[config.mk]
export PLATFORM = sky130hd
export DESIGN_NAME = accel_fir_gyro_scale_top_flat
export DESIGN_NICKNAME = d
export VERILOG_FILES = /design/src/fgs_pkg.sv /design/src/fgs_if.sv /design/src/fgs_lane.sv /design/src/accel_fir_gyro_scale_top.sv /design/src/flat_wrapper.sv
export SDC_FILE = /design/constraint.sdc
export NUM_CORES = 2
export LEC_CHECK = 0
export ABC_AREA = 1
export BUFFER_PORTS_ARGS = -buffer_cell sky130_fd_sc_hd__buf_2
export CAP_MARGIN = 10
export CORE_AREA = 2 2 567 569
export DETAILED_ROUTE_END_ITERATION = 8
export DIE_AREA = 0 0 569 571
export SLEW_MARGIN = 20
export SYNTH_ARGS = -nofsm -noshare
export SYNTH_HDL_FRONTEND = slang
export SYNTH_HIERARCHICAL = 1
export SYNTH_SLANG_ARGS = --single-unit
[constraint.sdc]
create_clock -name clk -period 9.04 [get_ports clk]
set_input_delay 0.452 -clock clk [delete_from_list [all_inputs] [get_ports clk]]
set_output_delay 0.452 -clock clk [all_outputs]
set_load 0.03 [all_outputs]
[src/fgs_pkg.sv]
// Package for the accelerometer FIR / gyro scale block: constants, types and coefficients.
`default_nettype none

package fgs_pkg;

    localparam int TAPS       = 19;
    localparam int HIST_DEPTH = TAPS - 1;
    localparam int PAIRS      = (TAPS - 1) / 2;
    localparam int AXES       = 3;

    localparam int SMP_W   = 16;
    localparam int FIR_W   = 17;
    localparam int RATE_W  = 24;
    localparam int SCALE_W = 16;

    localparam int DIG_BITS = 4;
    localparam int OPND_W   = 20;
    localparam int NDIG     = OPND_W / DIG_BITS;
    localparam int MULT_W   = 17;
    localparam int PROD_W   = MULT_W + DIG_BITS + 1;
    localparam int ACC_W    = 34;

    localparam int FIR_FRAC  = 15;
    localparam int RATE_FRAC = 8;

    localparam logic [SCALE_W-1:0] GYRO_SCALE_RESET = 16'd17855;

    typedef logic [3:0] term_t;
    typedef logic [2:0] dig_t;

    localparam term_t CENTER_TERM = term_t'(PAIRS);
    localparam term_t GYRO_TERM   = term_t'(PAIRS + 1);
    localparam dig_t  DIG_LAST    = dig_t'(NDIG - 1);

    typedef enum logic [1:0] {
        ST_IDLE,
        ST_RUN,
        ST_DONE
    } fgs_state_t;

    typedef struct packed {
        logic en;
        logic clear;
        logic fir_cap;
        dig_t dig;
    } fgs_lane_ctl_t;

    // Q15 coefficients, first half plus center; h[k] = h[18-k]
    function automatic logic signed [MULT_W-1:0] coef(input term_t k);
        logic signed [MULT_W-1:0] c;
        case (k)
            4'd0:    c = -17'sd157;
            4'd1:    c = 17'sd0;
            4'd2:    c = 17'sd508;
            4'd3:    c = 17'sd609;
            4'd4:    c = -17'sd498;
            4'd5:    c = -17'sd1943;
            4'd6:    c = -17'sd1130;
            4'd7:    c = 17'sd3424;
            4'd8:    c = 17'sd9440;
            4'd9:    c = 17'sd12252;
            default: c = 17'sd0;
        endcase
        return c;
    endfunction

endpackage

`default_nettype wire

[src/fgs_if.sv]
// Valid/ready channel interfaces for the IMU sample and the filtered result.
`default_nettype none

interface fgs_sample_if;
    logic               valid;
    logic               ready;
    logic signed [15:0] accel_x;
    logic signed [15:0] accel_y;
    logic signed [15:0] accel_z;
    logic signed [15:0] gyro_x;
    logic signed [15:0] gyro_y;
    logic signed [15:0] gyro_z;

    modport source (output valid, accel_x, accel_y, accel_z, gyro_x, gyro_y, gyro_z,
                    input ready);
    modport sink   (input valid, accel_x, accel_y, accel_z, gyro_x, gyro_y, gyro_z,
                    output ready);
endinterface

interface fgs_result_if;
    logic               valid;
    logic               ready;
    logic signed [16:0] filt_accel_x;
    logic signed [16:0] filt_accel_y;
    logic signed [16:0] filt_accel_z;
    logic signed [23:0] rate_x;
    logic signed [23:0] rate_y;
    logic signed [23:0] rate_z;

    modport source (output valid, filt_accel_x, filt_accel_y, filt_accel_z,
                    rate_x, rate_y, rate_z, input ready);
    modport sink   (input valid, filt_accel_x, filt_accel_y, filt_accel_z,
                    rate_x, rate_y, rate_z, output ready);
endinterface

`default_nettype wire

[src/fgs_lane.sv]
// Digit-serial multiply-accumulate lane: FIR sum and gyro product for one axis.
`default_nettype none

module fgs_lane
    import fgs_pkg::*;
(
    input  wire logic                      clk,
    input  wire fgs_lane_ctl_t             ctl,
    input  wire logic signed [MULT_W-1:0]  mult,
    input  wire logic        [OPND_W-1:0]  opnd,
    output logic signed      [FIR_W-1:0]   fir,
    output logic signed      [RATE_W-1:0]  rate
);

    logic [OPND_W-DIG_BITS-1:0] sreg_reg, sreg_next;
    logic [ACC_W-1:0]           acc_reg, acc_next;
    logic [FIR_W-1:0]           fir_reg, fir_next;

    logic [DIG_BITS-1:0]      dig_bits;
    logic signed [DIG_BITS:0] dig_s;
    logic signed [PROD_W-1:0] prod;
    logic [ACC_W-1:0]         prod_ext;
    logic [ACC_W-1:0]         addend;
    logic [ACC_W-1:0]         rnd;

    always_comb
    begin
        dig_bits = (ctl.dig == '0) ? opnd[DIG_BITS-1:0] : sreg_reg[DIG_BITS-1:0];
        // top digit carries the sign
        dig_s    = (ctl.dig == DIG_LAST) ? {dig_bits[DIG_BITS-1], dig_bits}
                                         : {1'b0, dig_bits};
        prod     = mult * dig_s;
        prod_ext = {{(ACC_W-PROD_W){prod[PROD_W-1]}}, prod};
        case (ctl.dig)
            3'd0:    addend = prod_ext;
            3'd1:    addend = prod_ext << DIG_BITS;
            3'd2:    addend = prod_ext << (2 * DIG_BITS);
            3'd3:    addend = prod_ext << (3 * DIG_BITS);
            3'd4:    addend = prod_ext << (4 * DIG_BITS);
            default: addend = '0;
        endcase
        rnd = acc_reg + (ACC_W'(1) << (FIR_FRAC - 1));

        sreg_next = sreg_reg;
        acc_next  = acc_reg;
        fir_next  = fir_reg;
        if (ctl.en)
        begin
            sreg_next = (ctl.dig == '0) ? opnd[OPND_W-1:DIG_BITS]
                                        : {{DIG_BITS{1'b0}}, sreg_reg[OPND_W-DIG_BITS-1:DIG_BITS]};
            acc_next  = (ctl.clear ? '0 : acc_reg) + addend;
            if (ctl.fir_cap)
            begin
                fir_next = rnd[FIR_FRAC+FIR_W-1:FIR_FRAC];
            end
        end
    end

    always_ff @(posedge clk)
    begin
        sreg_reg <= sreg_next;
        acc_reg  <= acc_next;
        fir_reg  <= fir_next;
    end

    assign fir  = fir_reg;
    assign rate = acc_reg[RATE_FRAC+RATE_W-1:RATE_FRAC];

endmodule

`default_nettype wire

[src/accel_fir_gyro_scale_top.sv]
// Top level: 19-tap symmetric FIR on three accelerometer axes, gyro scaling on three axes.
//
//  channel     dir   handshake        payload
//  sample_ch   sink  valid/ready      accel_x/y/z, gyro_x/y/z (16b signed)
//  result_ch   src   valid/ready      filt_accel_x/y/z (17b), rate_x/y/z (24b)
//  cfg         sink  cfg_wr_en        cfg_wr_data -> gyro_scale (16b, unsigned Q8.8)
//
// Each transaction is an accept, MAC steps over 11 terms of 5 four-bit digits
// (through each axis lane's serial multiplier), and a writeback.
// One transaction in flight; the next is taken once the writeback is done.
// Writeback waits while the result register still holds an untaken result.
// Reset clears the sample history and sets gyro_scale to 17855.
`default_nettype none

module accel_fir_gyro_scale_top
    import fgs_pkg::*;
(
    input  wire logic               clk,
    input  wire logic               rst_n,
    fgs_sample_if.sink              sample_ch,
    fgs_result_if.source            result_ch,
    input  wire logic               cfg_wr_en,
    input  wire logic [SCALE_W-1:0] cfg_wr_data
);

    fgs_state_t state_reg, state_next;
    term_t      term_reg, term_next;
    dig_t       dig_reg, dig_next;

    logic [SCALE_W-1:0] scale_reg;

    logic [SMP_W-1:0] cur_reg  [AXES];
    logic [SMP_W-1:0] hist_reg [AXES][HIST_DEPTH];
    logic [SMP_W-1:0] gyro_reg [AXES];

    logic                    res_valid_reg, res_valid_next;
    logic signed [FIR_W-1:0]  filt_reg [AXES];
    logic signed [RATE_W-1:0] rate_reg [AXES];

    logic accept, rotate, wb;
    fgs_lane_ctl_t             lane_ctl;
    logic signed [MULT_W-1:0]  mult;
    logic        [OPND_W-1:0]  opnd     [AXES];
    logic signed [FIR_W-1:0]   lane_fir [AXES];
    logic signed [RATE_W-1:0]  lane_rate[AXES];
    logic        [SMP_W:0]     pair_sum [AXES];

    // next state
    always_comb
    begin
        state_next = state_reg;
        case (state_reg)
            ST_IDLE:
                if (sample_ch.valid)
                begin
                    state_next = ST_RUN;
                end
            ST_RUN:
                if (term_reg == GYRO_TERM && dig_reg == DIG_LAST)
                begin
                    state_next = ST_DONE;
                end
            ST_DONE:
                if (!res_valid_reg || result_ch.ready)
                begin
                    state_next = ST_IDLE;
                end
            default:
                state_next = ST_IDLE;
        endcase
    end

    // outputs of the sequencer
    always_comb
    begin
        sample_ch.ready  = (state_reg == ST_IDLE);
        accept           = sample_ch.valid && (state_reg == ST_IDLE);
        wb               = (state_reg == ST_DONE) && (!res_valid_reg || result_ch.ready);
        rotate           = (state_reg == ST_RUN) && (dig_reg == DIG_LAST)
                           && (term_reg < CENTER_TERM);
        lane_ctl.en      = (state_reg == ST_RUN);
        lane_ctl.dig     = dig_reg;
        lane_ctl.clear   = (dig_reg == '0) && (term_reg == '0 || term_reg == GYRO_TERM);
        lane_ctl.fir_cap = (dig_reg == '0) && (term_reg == GYRO_TERM);
    end

    // term and digit counters
    always_comb
    begin
        term_next = term_reg;
        dig_next  = dig_reg;
        if (accept)
        begin
            term_next = '0;
            dig_next  = '0;
        end
        else if (state_reg == ST_RUN)
        begin
            if (dig_reg == DIG_LAST)
            begin
                dig_next  = '0;
                term_next = term_reg + term_t'(1);
            end
            else
            begin
                dig_next = dig_reg + dig_t'(1);
            end
        end
    end

    always_comb
    begin
        res_valid_next = res_valid_reg;
        if (wb)
        begin
            res_valid_next = 1'b1;
        end
        else if (result_ch.ready)
        begin
            res_valid_next = 1'b0;
        end
    end

    always_ff @(posedge clk or negedge rst_n)
    begin
        if (!rst_n)
        begin
            state_reg     <= ST_IDLE;
            term_reg      <= '0;
            dig_reg       <= '0;
            res_valid_reg <= 1'b0;
            scale_reg     <= GYRO_SCALE_RESET;
        end
        else
        begin
            state_reg     <= state_next;
            term_reg      <= term_next;
            dig_reg       <= dig_next;
            res_valid_reg <= res_valid_next;
            if (cfg_wr_en)
            begin
                scale_reg <= cfg_wr_data;
            end
        end
    end

    // Tap window: front ring {cur, hist[0..7]} and back ring {hist[17..9]}
    // rotate together so the ends always present taps k and 18-k.
    always_ff @(posedge clk or negedge rst_n)
    begin
        if (!rst_n)
        begin
            for (int a = 0; a < AXES; a++)
            begin
                cur_reg[a] <= '0;
                for (int i = 0; i < HIST_DEPTH; i++)
                begin
                    hist_reg[a][i] <= '0;
                end
            end
        end
        else if (accept)
        begin
            cur_reg[0] <= sample_ch.accel_x;
            cur_reg[1] <= sample_ch.accel_y;
            cur_reg[2] <= sample_ch.accel_z;
        end
        else if (rotate)
        begin
            for (int a = 0; a < AXES; a++)
            begin
                cur_reg[a]              <= hist_reg[a][0];
                for (int i = 0; i < PAIRS - 2; i++)
                begin
                    hist_reg[a][i] <= hist_reg[a][i+1];
                end
                hist_reg[a][PAIRS-2]    <= cur_reg[a];
                for (int i = PAIRS + 1; i < HIST_DEPTH; i++)
                begin
                    hist_reg[a][i] <= hist_reg[a][i-1];
                end
                hist_reg[a][PAIRS]      <= hist_reg[a][HIST_DEPTH-1];
            end
        end
        else if (wb)
        begin
            for (int a = 0; a < AXES; a++)
            begin
                hist_reg[a][0] <= cur_reg[a];
                for (int i = 1; i < HIST_DEPTH; i++)
                begin
                    hist_reg[a][i] <= hist_reg[a][i-1];
                end
            end
        end
    end

    always_ff @(posedge clk)
    begin
        if (accept)
        begin
            gyro_reg[0] <= sample_ch.gyro_x;
            gyro_reg[1] <= sample_ch.gyro_y;
            gyro_reg[2] <= sample_ch.gyro_z;
        end
        if (wb)
        begin
            for (int a = 0; a < AXES; a++)
            begin
                filt_reg[a] <= lane_fir[a];
                rate_reg[a] <= lane_rate[a];
            end
        end
    end

    always_comb
    begin
        mult = (term_reg == GYRO_TERM) ? {1'b0, scale_reg} : coef(term_reg);
        for (int a = 0; a < AXES; a++)
        begin
            pair_sum[a] = {cur_reg[a][SMP_W-1], cur_reg[a]}
                        + {hist_reg[a][HIST_DEPTH-1][SMP_W-1], hist_reg[a][HIST_DEPTH-1]};
            if (term_reg == GYRO_TERM)
            begin
                opnd[a] = {{(OPND_W-SMP_W){gyro_reg[a][SMP_W-1]}}, gyro_reg[a]};
            end
            else if (term_reg == CENTER_TERM)
            begin
                opnd[a] = {{(OPND_W-SMP_W){hist_reg[a][PAIRS-1][SMP_W-1]}},
                           hist_reg[a][PAIRS-1]};
            end
            else
            begin
                opnd[a] = {{(OPND_W-SMP_W-1){pair_sum[a][SMP_W]}}, pair_sum[a]};
            end
        end
    end

    for (genvar a = 0; a < AXES; a++)
    begin : g_lane
        fgs_lane u_lane (
            .clk  (clk),
            .ctl  (lane_ctl),
            .mult (mult),
            .opnd (opnd[a]),
            .fir  (lane_fir[a]),
            .rate (lane_rate[a])
        );
    end

    assign result_ch.valid        = res_valid_reg;
    assign result_ch.filt_accel_x = filt_reg[0];
    assign result_ch.filt_accel_y = filt_reg[1];
    assign result_ch.filt_accel_z = filt_reg[2];
    assign result_ch.rate_x       = rate_reg[0];
    assign result_ch.rate_y       = rate_reg[1];
    assign result_ch.rate_z       = rate_reg[2];

endmodule

`default_nettype wire

[src/flat_wrapper.sv]
// flat-port wrapper written by rule: the top's interface ports become plain ports
module accel_fir_gyro_scale_top_flat import fgs_pkg::*;
  (clk, rst_n, cfg_wr_en, cfg_wr_data, sample_ch_valid, sample_ch_accel_x, sample_ch_accel_y, sample_ch_accel_z, sample_ch_gyro_x, sample_ch_gyro_y, sample_ch_gyro_z, sample_ch_ready, result_ch_valid, result_ch_filt_accel_x, result_ch_filt_accel_y, result_ch_filt_accel_z, result_ch_rate_x, result_ch_rate_y, result_ch_rate_z, result_ch_ready);
  fgs_sample_if sample_ch_i ();
  fgs_result_if result_ch_i ();
  input  wire logic clk;
  input  wire logic rst_n;
  input  wire logic cfg_wr_en;
  input  wire logic [SCALE_W-1:0] cfg_wr_data;
  input wire logic [$bits(sample_ch_i.valid)-1:0] sample_ch_valid;
  input wire logic [$bits(sample_ch_i.accel_x)-1:0] sample_ch_accel_x;
  input wire logic [$bits(sample_ch_i.accel_y)-1:0] sample_ch_accel_y;
  input wire logic [$bits(sample_ch_i.accel_z)-1:0] sample_ch_accel_z;
  input wire logic [$bits(sample_ch_i.gyro_x)-1:0] sample_ch_gyro_x;
  input wire logic [$bits(sample_ch_i.gyro_y)-1:0] sample_ch_gyro_y;
  input wire logic [$bits(sample_ch_i.gyro_z)-1:0] sample_ch_gyro_z;
  output wire logic [$bits(sample_ch_i.ready)-1:0] sample_ch_ready;
  output wire logic [$bits(result_ch_i.valid)-1:0] result_ch_valid;
  output wire logic [$bits(result_ch_i.filt_accel_x)-1:0] result_ch_filt_accel_x;
  output wire logic [$bits(result_ch_i.filt_accel_y)-1:0] result_ch_filt_accel_y;
  output wire logic [$bits(result_ch_i.filt_accel_z)-1:0] result_ch_filt_accel_z;
  output wire logic [$bits(result_ch_i.rate_x)-1:0] result_ch_rate_x;
  output wire logic [$bits(result_ch_i.rate_y)-1:0] result_ch_rate_y;
  output wire logic [$bits(result_ch_i.rate_z)-1:0] result_ch_rate_z;
  input wire logic [$bits(result_ch_i.ready)-1:0] result_ch_ready;
  assign sample_ch_i.valid = sample_ch_valid;
  assign sample_ch_i.accel_x = sample_ch_accel_x;
  assign sample_ch_i.accel_y = sample_ch_accel_y;
  assign sample_ch_i.accel_z = sample_ch_accel_z;
  assign sample_ch_i.gyro_x = sample_ch_gyro_x;
  assign sample_ch_i.gyro_y = sample_ch_gyro_y;
  assign sample_ch_i.gyro_z = sample_ch_gyro_z;
  assign sample_ch_ready = sample_ch_i.ready;
  assign result_ch_valid = result_ch_i.valid;
  assign result_ch_filt_accel_x = result_ch_i.filt_accel_x;
  assign result_ch_filt_accel_y = result_ch_i.filt_accel_y;
  assign result_ch_filt_accel_z = result_ch_i.filt_accel_z;
  assign result_ch_rate_x = result_ch_i.rate_x;
  assign result_ch_rate_y = result_ch_i.rate_y;
  assign result_ch_rate_z = result_ch_i.rate_z;
  assign result_ch_i.ready = result_ch_ready;
  accel_fir_gyro_scale_top u_core (.clk(clk), .rst_n(rst_n), .sample_ch(sample_ch_i), .result_ch(result_ch_i), .cfg_wr_en(cfg_wr_en), .cfg_wr_data(cfg_wr_data));
endmodule
; Word level (Yosys, flattened, before mapping)
; Memory sizes are Yosys's and may differ from the RTL's.
; Index checks and enable logic that the tools add are counted.
[op_classes]
magnitude_cmp = 1
n_bitwise = 2
reduce_logical = 23
multipliers = 3
eq_ne = 11
addsub = 11
n_mux = 45
[op_table]
columns = op, n
row1 = $mux 864, 1
row2 = $mux 272, 2
row3 = $pmux 34 s5, 3
row4 = $mux 144, 1
row5 = $mux 128, 1
row6 = $mux 20, 6
row7 = $add 34x34->34, 3
row8 = $mux 34, 3
row9 = $add 32x15->32 const B, 3
row10 = $mux 48, 2
row11 = $mul 17x5->22, 3
row12 = $add 16x16->17, 3
row13 = $mux 12, 3
row14 = $mux 4, 6
row15 = $mux 17, 1
row16 = $mux 5, 3
row17 = $reduce_bool 2->1, 5
row18 = $mux 3, 3
row19 = $eq 4x4->1 const B, 2
row20 = $logic_and 1x1->1, 7
row21 = $eq 3x2->1 const B, 2
row22 = $mux 1, 6
row23 = $mux 2, 3
row24 = $pmux 2 s3, 1
row25 = other kinds (17), 23
[totals]
n_memories = 4
register_bits = 1139
ramBits = 171
romBits = 272
word_cells = 174
out_inout_bits = 125
input_bits = 117
[memory_table]
columns = name, depth, word_bits, rd, rd_clocked_by_memory_dff, write_ports, line_no
row1 = (name not given), 16, 17, 1, 0, 0, fgs_pkg.sv:51  ; case (k)
row2 = u_core.rate_reg, 3, 24, 3, 0, 3, accel_fir_gyro_scale_top.sv:38  ; logic signed [RATE_W-1:0] rate_reg [AXES];
row3 = u_core.filt_reg, 3, 17, 3, 0, 3, accel_fir_gyro_scale_top.sv:37  ; logic signed [FIR_W-1:0] filt_reg [AXES];
row4 = u_core.gyro_reg, 3, 16, 3, 0, 3, accel_fir_gyro_scale_top.sv:34  ; logic [SMP_W-1:0] gyro_reg [AXES];

; Longest topological paths before layout
[depth]
word_depth = 8
ltp_mapped = 44

; By module
; Netlist, hierarchy kept.
[by_module_without_submodules]
columns = module, cells_each, n_inst, seq_area_each_um2, area_per_inst_um2
row1 = accel_fir_gyro_scale_top, 4146, 1, 28619.9, 46659.8
row2 = fgs_lane (u_core.g_lane[0].u_lane ...), 1212, 2, 1951.9, 8774.7
row3 = fgs_lane (u_core.g_lane[2].u_lane), 1211, 1, 1951.9, 8740.9

; Least setup slack after synthesis
; Ideal clock, no wire load.
[synth_timing]
kind = reg2reg
from = reg u_core.term_reg[0]
to = reg u_core.g_lane[0].u_lane.acc_reg[28] (data pin)
path_slack_ns = 2.468
setup_time_ns = 0.252
stages_incl_launch_ff = 33
required_ns = 8.788
arrival_time_ns = 6.320
cell_sequence = dfrtp_1 inv_1 ha_1 inv_1 nor2_1 inv_2 buf_2 buf_1 o211ai_1 inv_1 or2_2 fa_1 fa_1 fa_1 inv_1 fa_1 nand3_1 nand3_2 nand2_1 nand2_1 or2_1 and2_1 nand2_1 nand4_1 ha_1 a21oi_1 inv_1 a31oi_1 o21ai_0 a21oi_1 nand2_1 nand2_1 nand2_1
[synth_rtl]
columns = item, line_no
row1 = "start, declared", accel_fir_gyro_scale_top.sv:27  ; term_t term_reg, term_next;
row2 = "start signal, assigned", accel_fir_gyro_scale_top.sv:137  ; term_reg <= term_next;
row3 = $mem_v2 16x17 / $eq 4x4->1 (equally long branches), --
row4 = $mux 17 *, accel_fir_gyro_scale_top.sv:218  ; mult = (term_reg == GYRO_TERM) ? {1'b0, scale_reg} : coef(term_reg);
row5 = via u_core.mult[4], accel_fir_gyro_scale_top.sv:42  ; logic signed [MULT_W-1:0] mult;
row6 = $mul 17x5->22 *, fgs_lane.sv:32  ; prod = mult * dig_s;
row7 = $pmux 34 s5 *, fgs_lane.sv:34  ; case (ctl.dig)
row8 = $add 34x34->34 *, fgs_lane.sv:51  ; acc_next = (ctl.clear ? '0 : acc_reg) + addend;
row9 = "end signal, assigned", fgs_lane.sv:62  ; acc_reg <= acc_next;
row10 = "end, declared", fgs_lane.sv:16  ; logic [ACC_W-1:0] acc_reg, acc_next;
; The timed path passes the listed nets; every way through them passes the cells marked *.
; A chain may end at the register's enable or synchronous reset.

==> results.md <==
- Status: finished, final reports clean
- Area Growth Syn to Fin: 15.3%
- Avg Inst Size Synth: 9.38 µm²
- Post-route ant nets: 0
- Final WS setup: 0.832 ns
- RSZ-0062 raised after global routing: false
- CTS tree: done
- Slew headroom: 24.4%
- Die Y-Extent: 571 µm
- Post_cts resized: 0
- Initial Util: 22.8%
- Worst hold path class: in2reg
- Final Hold Viols: 0
- #FFs+latches synth: 1304
- Fmax: 0.122 GHz
- Top_reg_cell synth: dfrtp_1
- Clock sinks: 1304
- Die X: 569 µm
- Largest net degree at the start of global routing: 210
- Core box area: 319000 µm²
- Routed vias/inst: 4.48
- Sequential share of the synthesized area: 47.3%
- Cells after synthesis: 7781
- Final #Nets: 8498
- Skew-Pair Late Insertion Delay: 0.84 ns
- IO Port Bufs: 241
- Fraction of registers with async set/reset: 71.9%
- Synth unique cells: 59
- First-pass DRT Iterations: 6
- Synth area leader: dfrtp_1
- DP Wirelength: 145 mm
- Pre-CTS setup slack: 0.859 ns
- Fin cells: 12300
- Worst path slowest cell: o21ai_0
- Hold-fix buffers, CTS: 99
- CTS root buffer: clkbuf_16
- CP startpoint kind: register
- Post-placement cell count: 11900
- Worst path required time: 9.58 ns
- Total track usage: 12.3%
- CP max FO: 15
- Final Cycle Share: 90.8%
- DRC Markers: 0
- Routed wire length per instance: 16.6 µm
- # IOs: 242
- Global-route wire length before repair: 317 mm
- Row count: 208
- Syn_nets: 8331
- Pins Over Slew Limit: 0
- Critical path class: reg2reg
- Buf+Inv Stages, Crit Path: 3
- Max FFs per register: 864
- Final number of setup-violating endpoints: 0
- Clk buf depth: 4
- Final Skew: 0.0665 ns
- Max-cap violation count: 0
- Grt ovf: 0
- Number of buffers created by CTS: 153
- WP data arrival: 8.75 ns
- Min Tclk post-route: 8.21 ns
- Max incr delay on CP: 0.85 ns
- H-Tree Depth: 4
- Share of cells above drive strength 1: 10.4%
- Crit path max-delay family: simple AND/OR/NAND/NOR gates
- Yosys warns: 6
- Initial antenna violation count: 11
- Post-Syn Area: 72900 µm²
- Number of flops mapped to enable cells by yosys: 366
- Vias in the first global route: 53400
- Routability cong.: 0.896
- Top cell type's share of synthesized area: 31.8%
- DIE AREA: 325000 µm²
- Detailed Route WL: 204 mm
- Crit path capture type: register
- Worst-path clk slew: 0.06 ns
- Final TNS setup: 0 ns
- Post-CTS Setup Inserts: 0
- Worst path most repeated cell: nand2_1
- Slew @ Worst Pin: 1.13 ns
- DR iter-0 viols: 4362
- DR vias: 55000
- Top cells by area, synth: dfrtp_1 32%, edfxtp_1 15%, nand2_1 6.9%
cell families (layout without fill, tap and decap cells):
family	after synthesis	in the layout	share of synthesized area, %
simple gates	2662	2662	15.5
buf+inv	1530	1813	8.77
mux	336	336	5.19
other cells	0	2	0
flops	1304	1304	47.3
xor+xnor	168	168	2.02
compound gates	1348	1348	12.1
fa+ha+maj	433	433	9.12
routing by layer:
metal | GRT usage [%] | wire (µm) | up-vias
met5 | 0 | 45 | -
met4 | 3.05 | 4510 | 8
met3 | 1.88 | 11500 | 254
met2 | 19.6 | 92200 | 1431
met1 | 17.3 | 95400 | 26900
li1 | - | - | 26400
placed cells by master (no fill, tap or decap), types with 22 or more instances in the layout:
cell	netlist	routed
buf_4	86	60
nand2_1	1333	1332
buf_2	98	240
inv_1	1105	1103
ha_1	268	268
xnor2_1	23	23
clkbuf_1	160	37
dfrtp_1	928	928
dlygate4sd3_1	0	99
o21a_1	26	26
o22ai_1	22	22
clkbuf_16	0	162
a21o_1	25	25
mux2_2	152	152
mux2_1	184	184
o211ai_1	47	47
a21oi_1	212	211
o311ai_0	41	41
nand3_1	488	488
nor2_1	624	621
o221ai_1	208	208
nand4_1	54	54
xor2_1	145	145
edfxtp_1	366	366
o21ai_0	429	429
o21bai_1	23	23
a31oi_1	33	33
fa_1	165	165
a22oi_1	208	208
nor3_1	34	34
Yosys cell counts (7+ instances only):
master and number:
fa_1 165, o221ai_1 208, nor2_4 11, a21o_1 25, o22ai_1 22, clkbuf_1 160, edfxtp_1 366, buf_4 86
o21ai_0 429, nand3_1 488, or2_2 17, o21ai_2 10, nand2_1 1333, mux2_2 152, a21oi_1 212, o311ai_1 7
a22oi_1 208, o2111ai_1 14, nand4_1 54, nor2_1 624, mux2_1 184, buf_1 26, dfrtp_1 928, buf_6 26
o311ai_0 41, nand3_2 14, nand3b_1 15, buf_2 98, nor3_2 12, o21ai_1 12, ha_1 268, xnor2_1 23
and2_1 21, xor2_1 145, a31oi_1 33, dfstp_2 10, nor2_2 10, o21bai_1 23, a21oi_2 9, o21a_1 26
o211ai_1 47, inv_2 22, inv_1 1105, nor3_1 34, or2_1 8
worst paths after layout:
check                                                               start                                       endpoint  slack, ns  cells after the start
max in group asynchronous                                           rst_n               u_core/hist_reg[611]$_DFFE_PN0P_       6.58                      4
worst min register to register  u_core/g_lane[2].u_lane/fir[10]$_DFFE_PP_               u_core/filt_reg[0][44]$_DFFE_PP_       0.41                      0
worst min-delay path                                sample_ch_accel_x[11]                 u_core/cur_reg[43]$_DFFE_PN0P_       0.07                      3
worst max register to register             u_core/term_reg[1]$_DFFE_PN0P_  u_core/g_lane[2].u_lane/acc_reg[26]$_DFFE_PP_       0.83                     31
worst max-delay path                       u_core/term_reg[1]$_DFFE_PN0P_  u_core/g_lane[2].u_lane/acc_reg[26]$_DFFE_PP_       0.83                     31
min in group asynchronous                                           rst_n               u_core/hist_reg[241]$_DFFE_PN0P_       0.26                      2
worst register-to-register path: cells and delay by family, from the launching register on:
family / cells / cell delay [ns]
DFF: 1 / 0.45
AOI/OAI and AO/OA: 6 / 2.05
adders and majority gates: 6 / 2.39
buffers and inverters: 3 / 0.63
and+or+nand+nor: 16 / 2.42
final cells by class:
cell class | instances | area (µm²)
Inverter | 1133 | 4280
Antenna cell | 2 | 5.00
Tap cell | 4200 | 5260
Multi-Input combinational cell | 4947 | 32100
Timing Repair Buffer | 409 | 2840
Clock inverter | 51 | 654
Fill cell | 33900 | 235000
Clock buffer | 220 | 4480
Sequential cell | 1304 | 34500
through the flow:
step | cell area [µm²] | utilization (%) | hold WS [ns]
after floorplan | 73000 | - | 0.156
after global placement | 78000 | 24.4 | 0.401
after detailed placement | 78000 | 24.4 | 0.405
after CTS | 84100 | 26.3 | 0.0255
after global routing | 84100 | 26.3 | 0.0741
final | 84100 | 26.3 | 0.0725
Power is left out: the tool's default activity adds up to more than one toggle a clock period on the data nets, which glitch-free logic cannot reach.
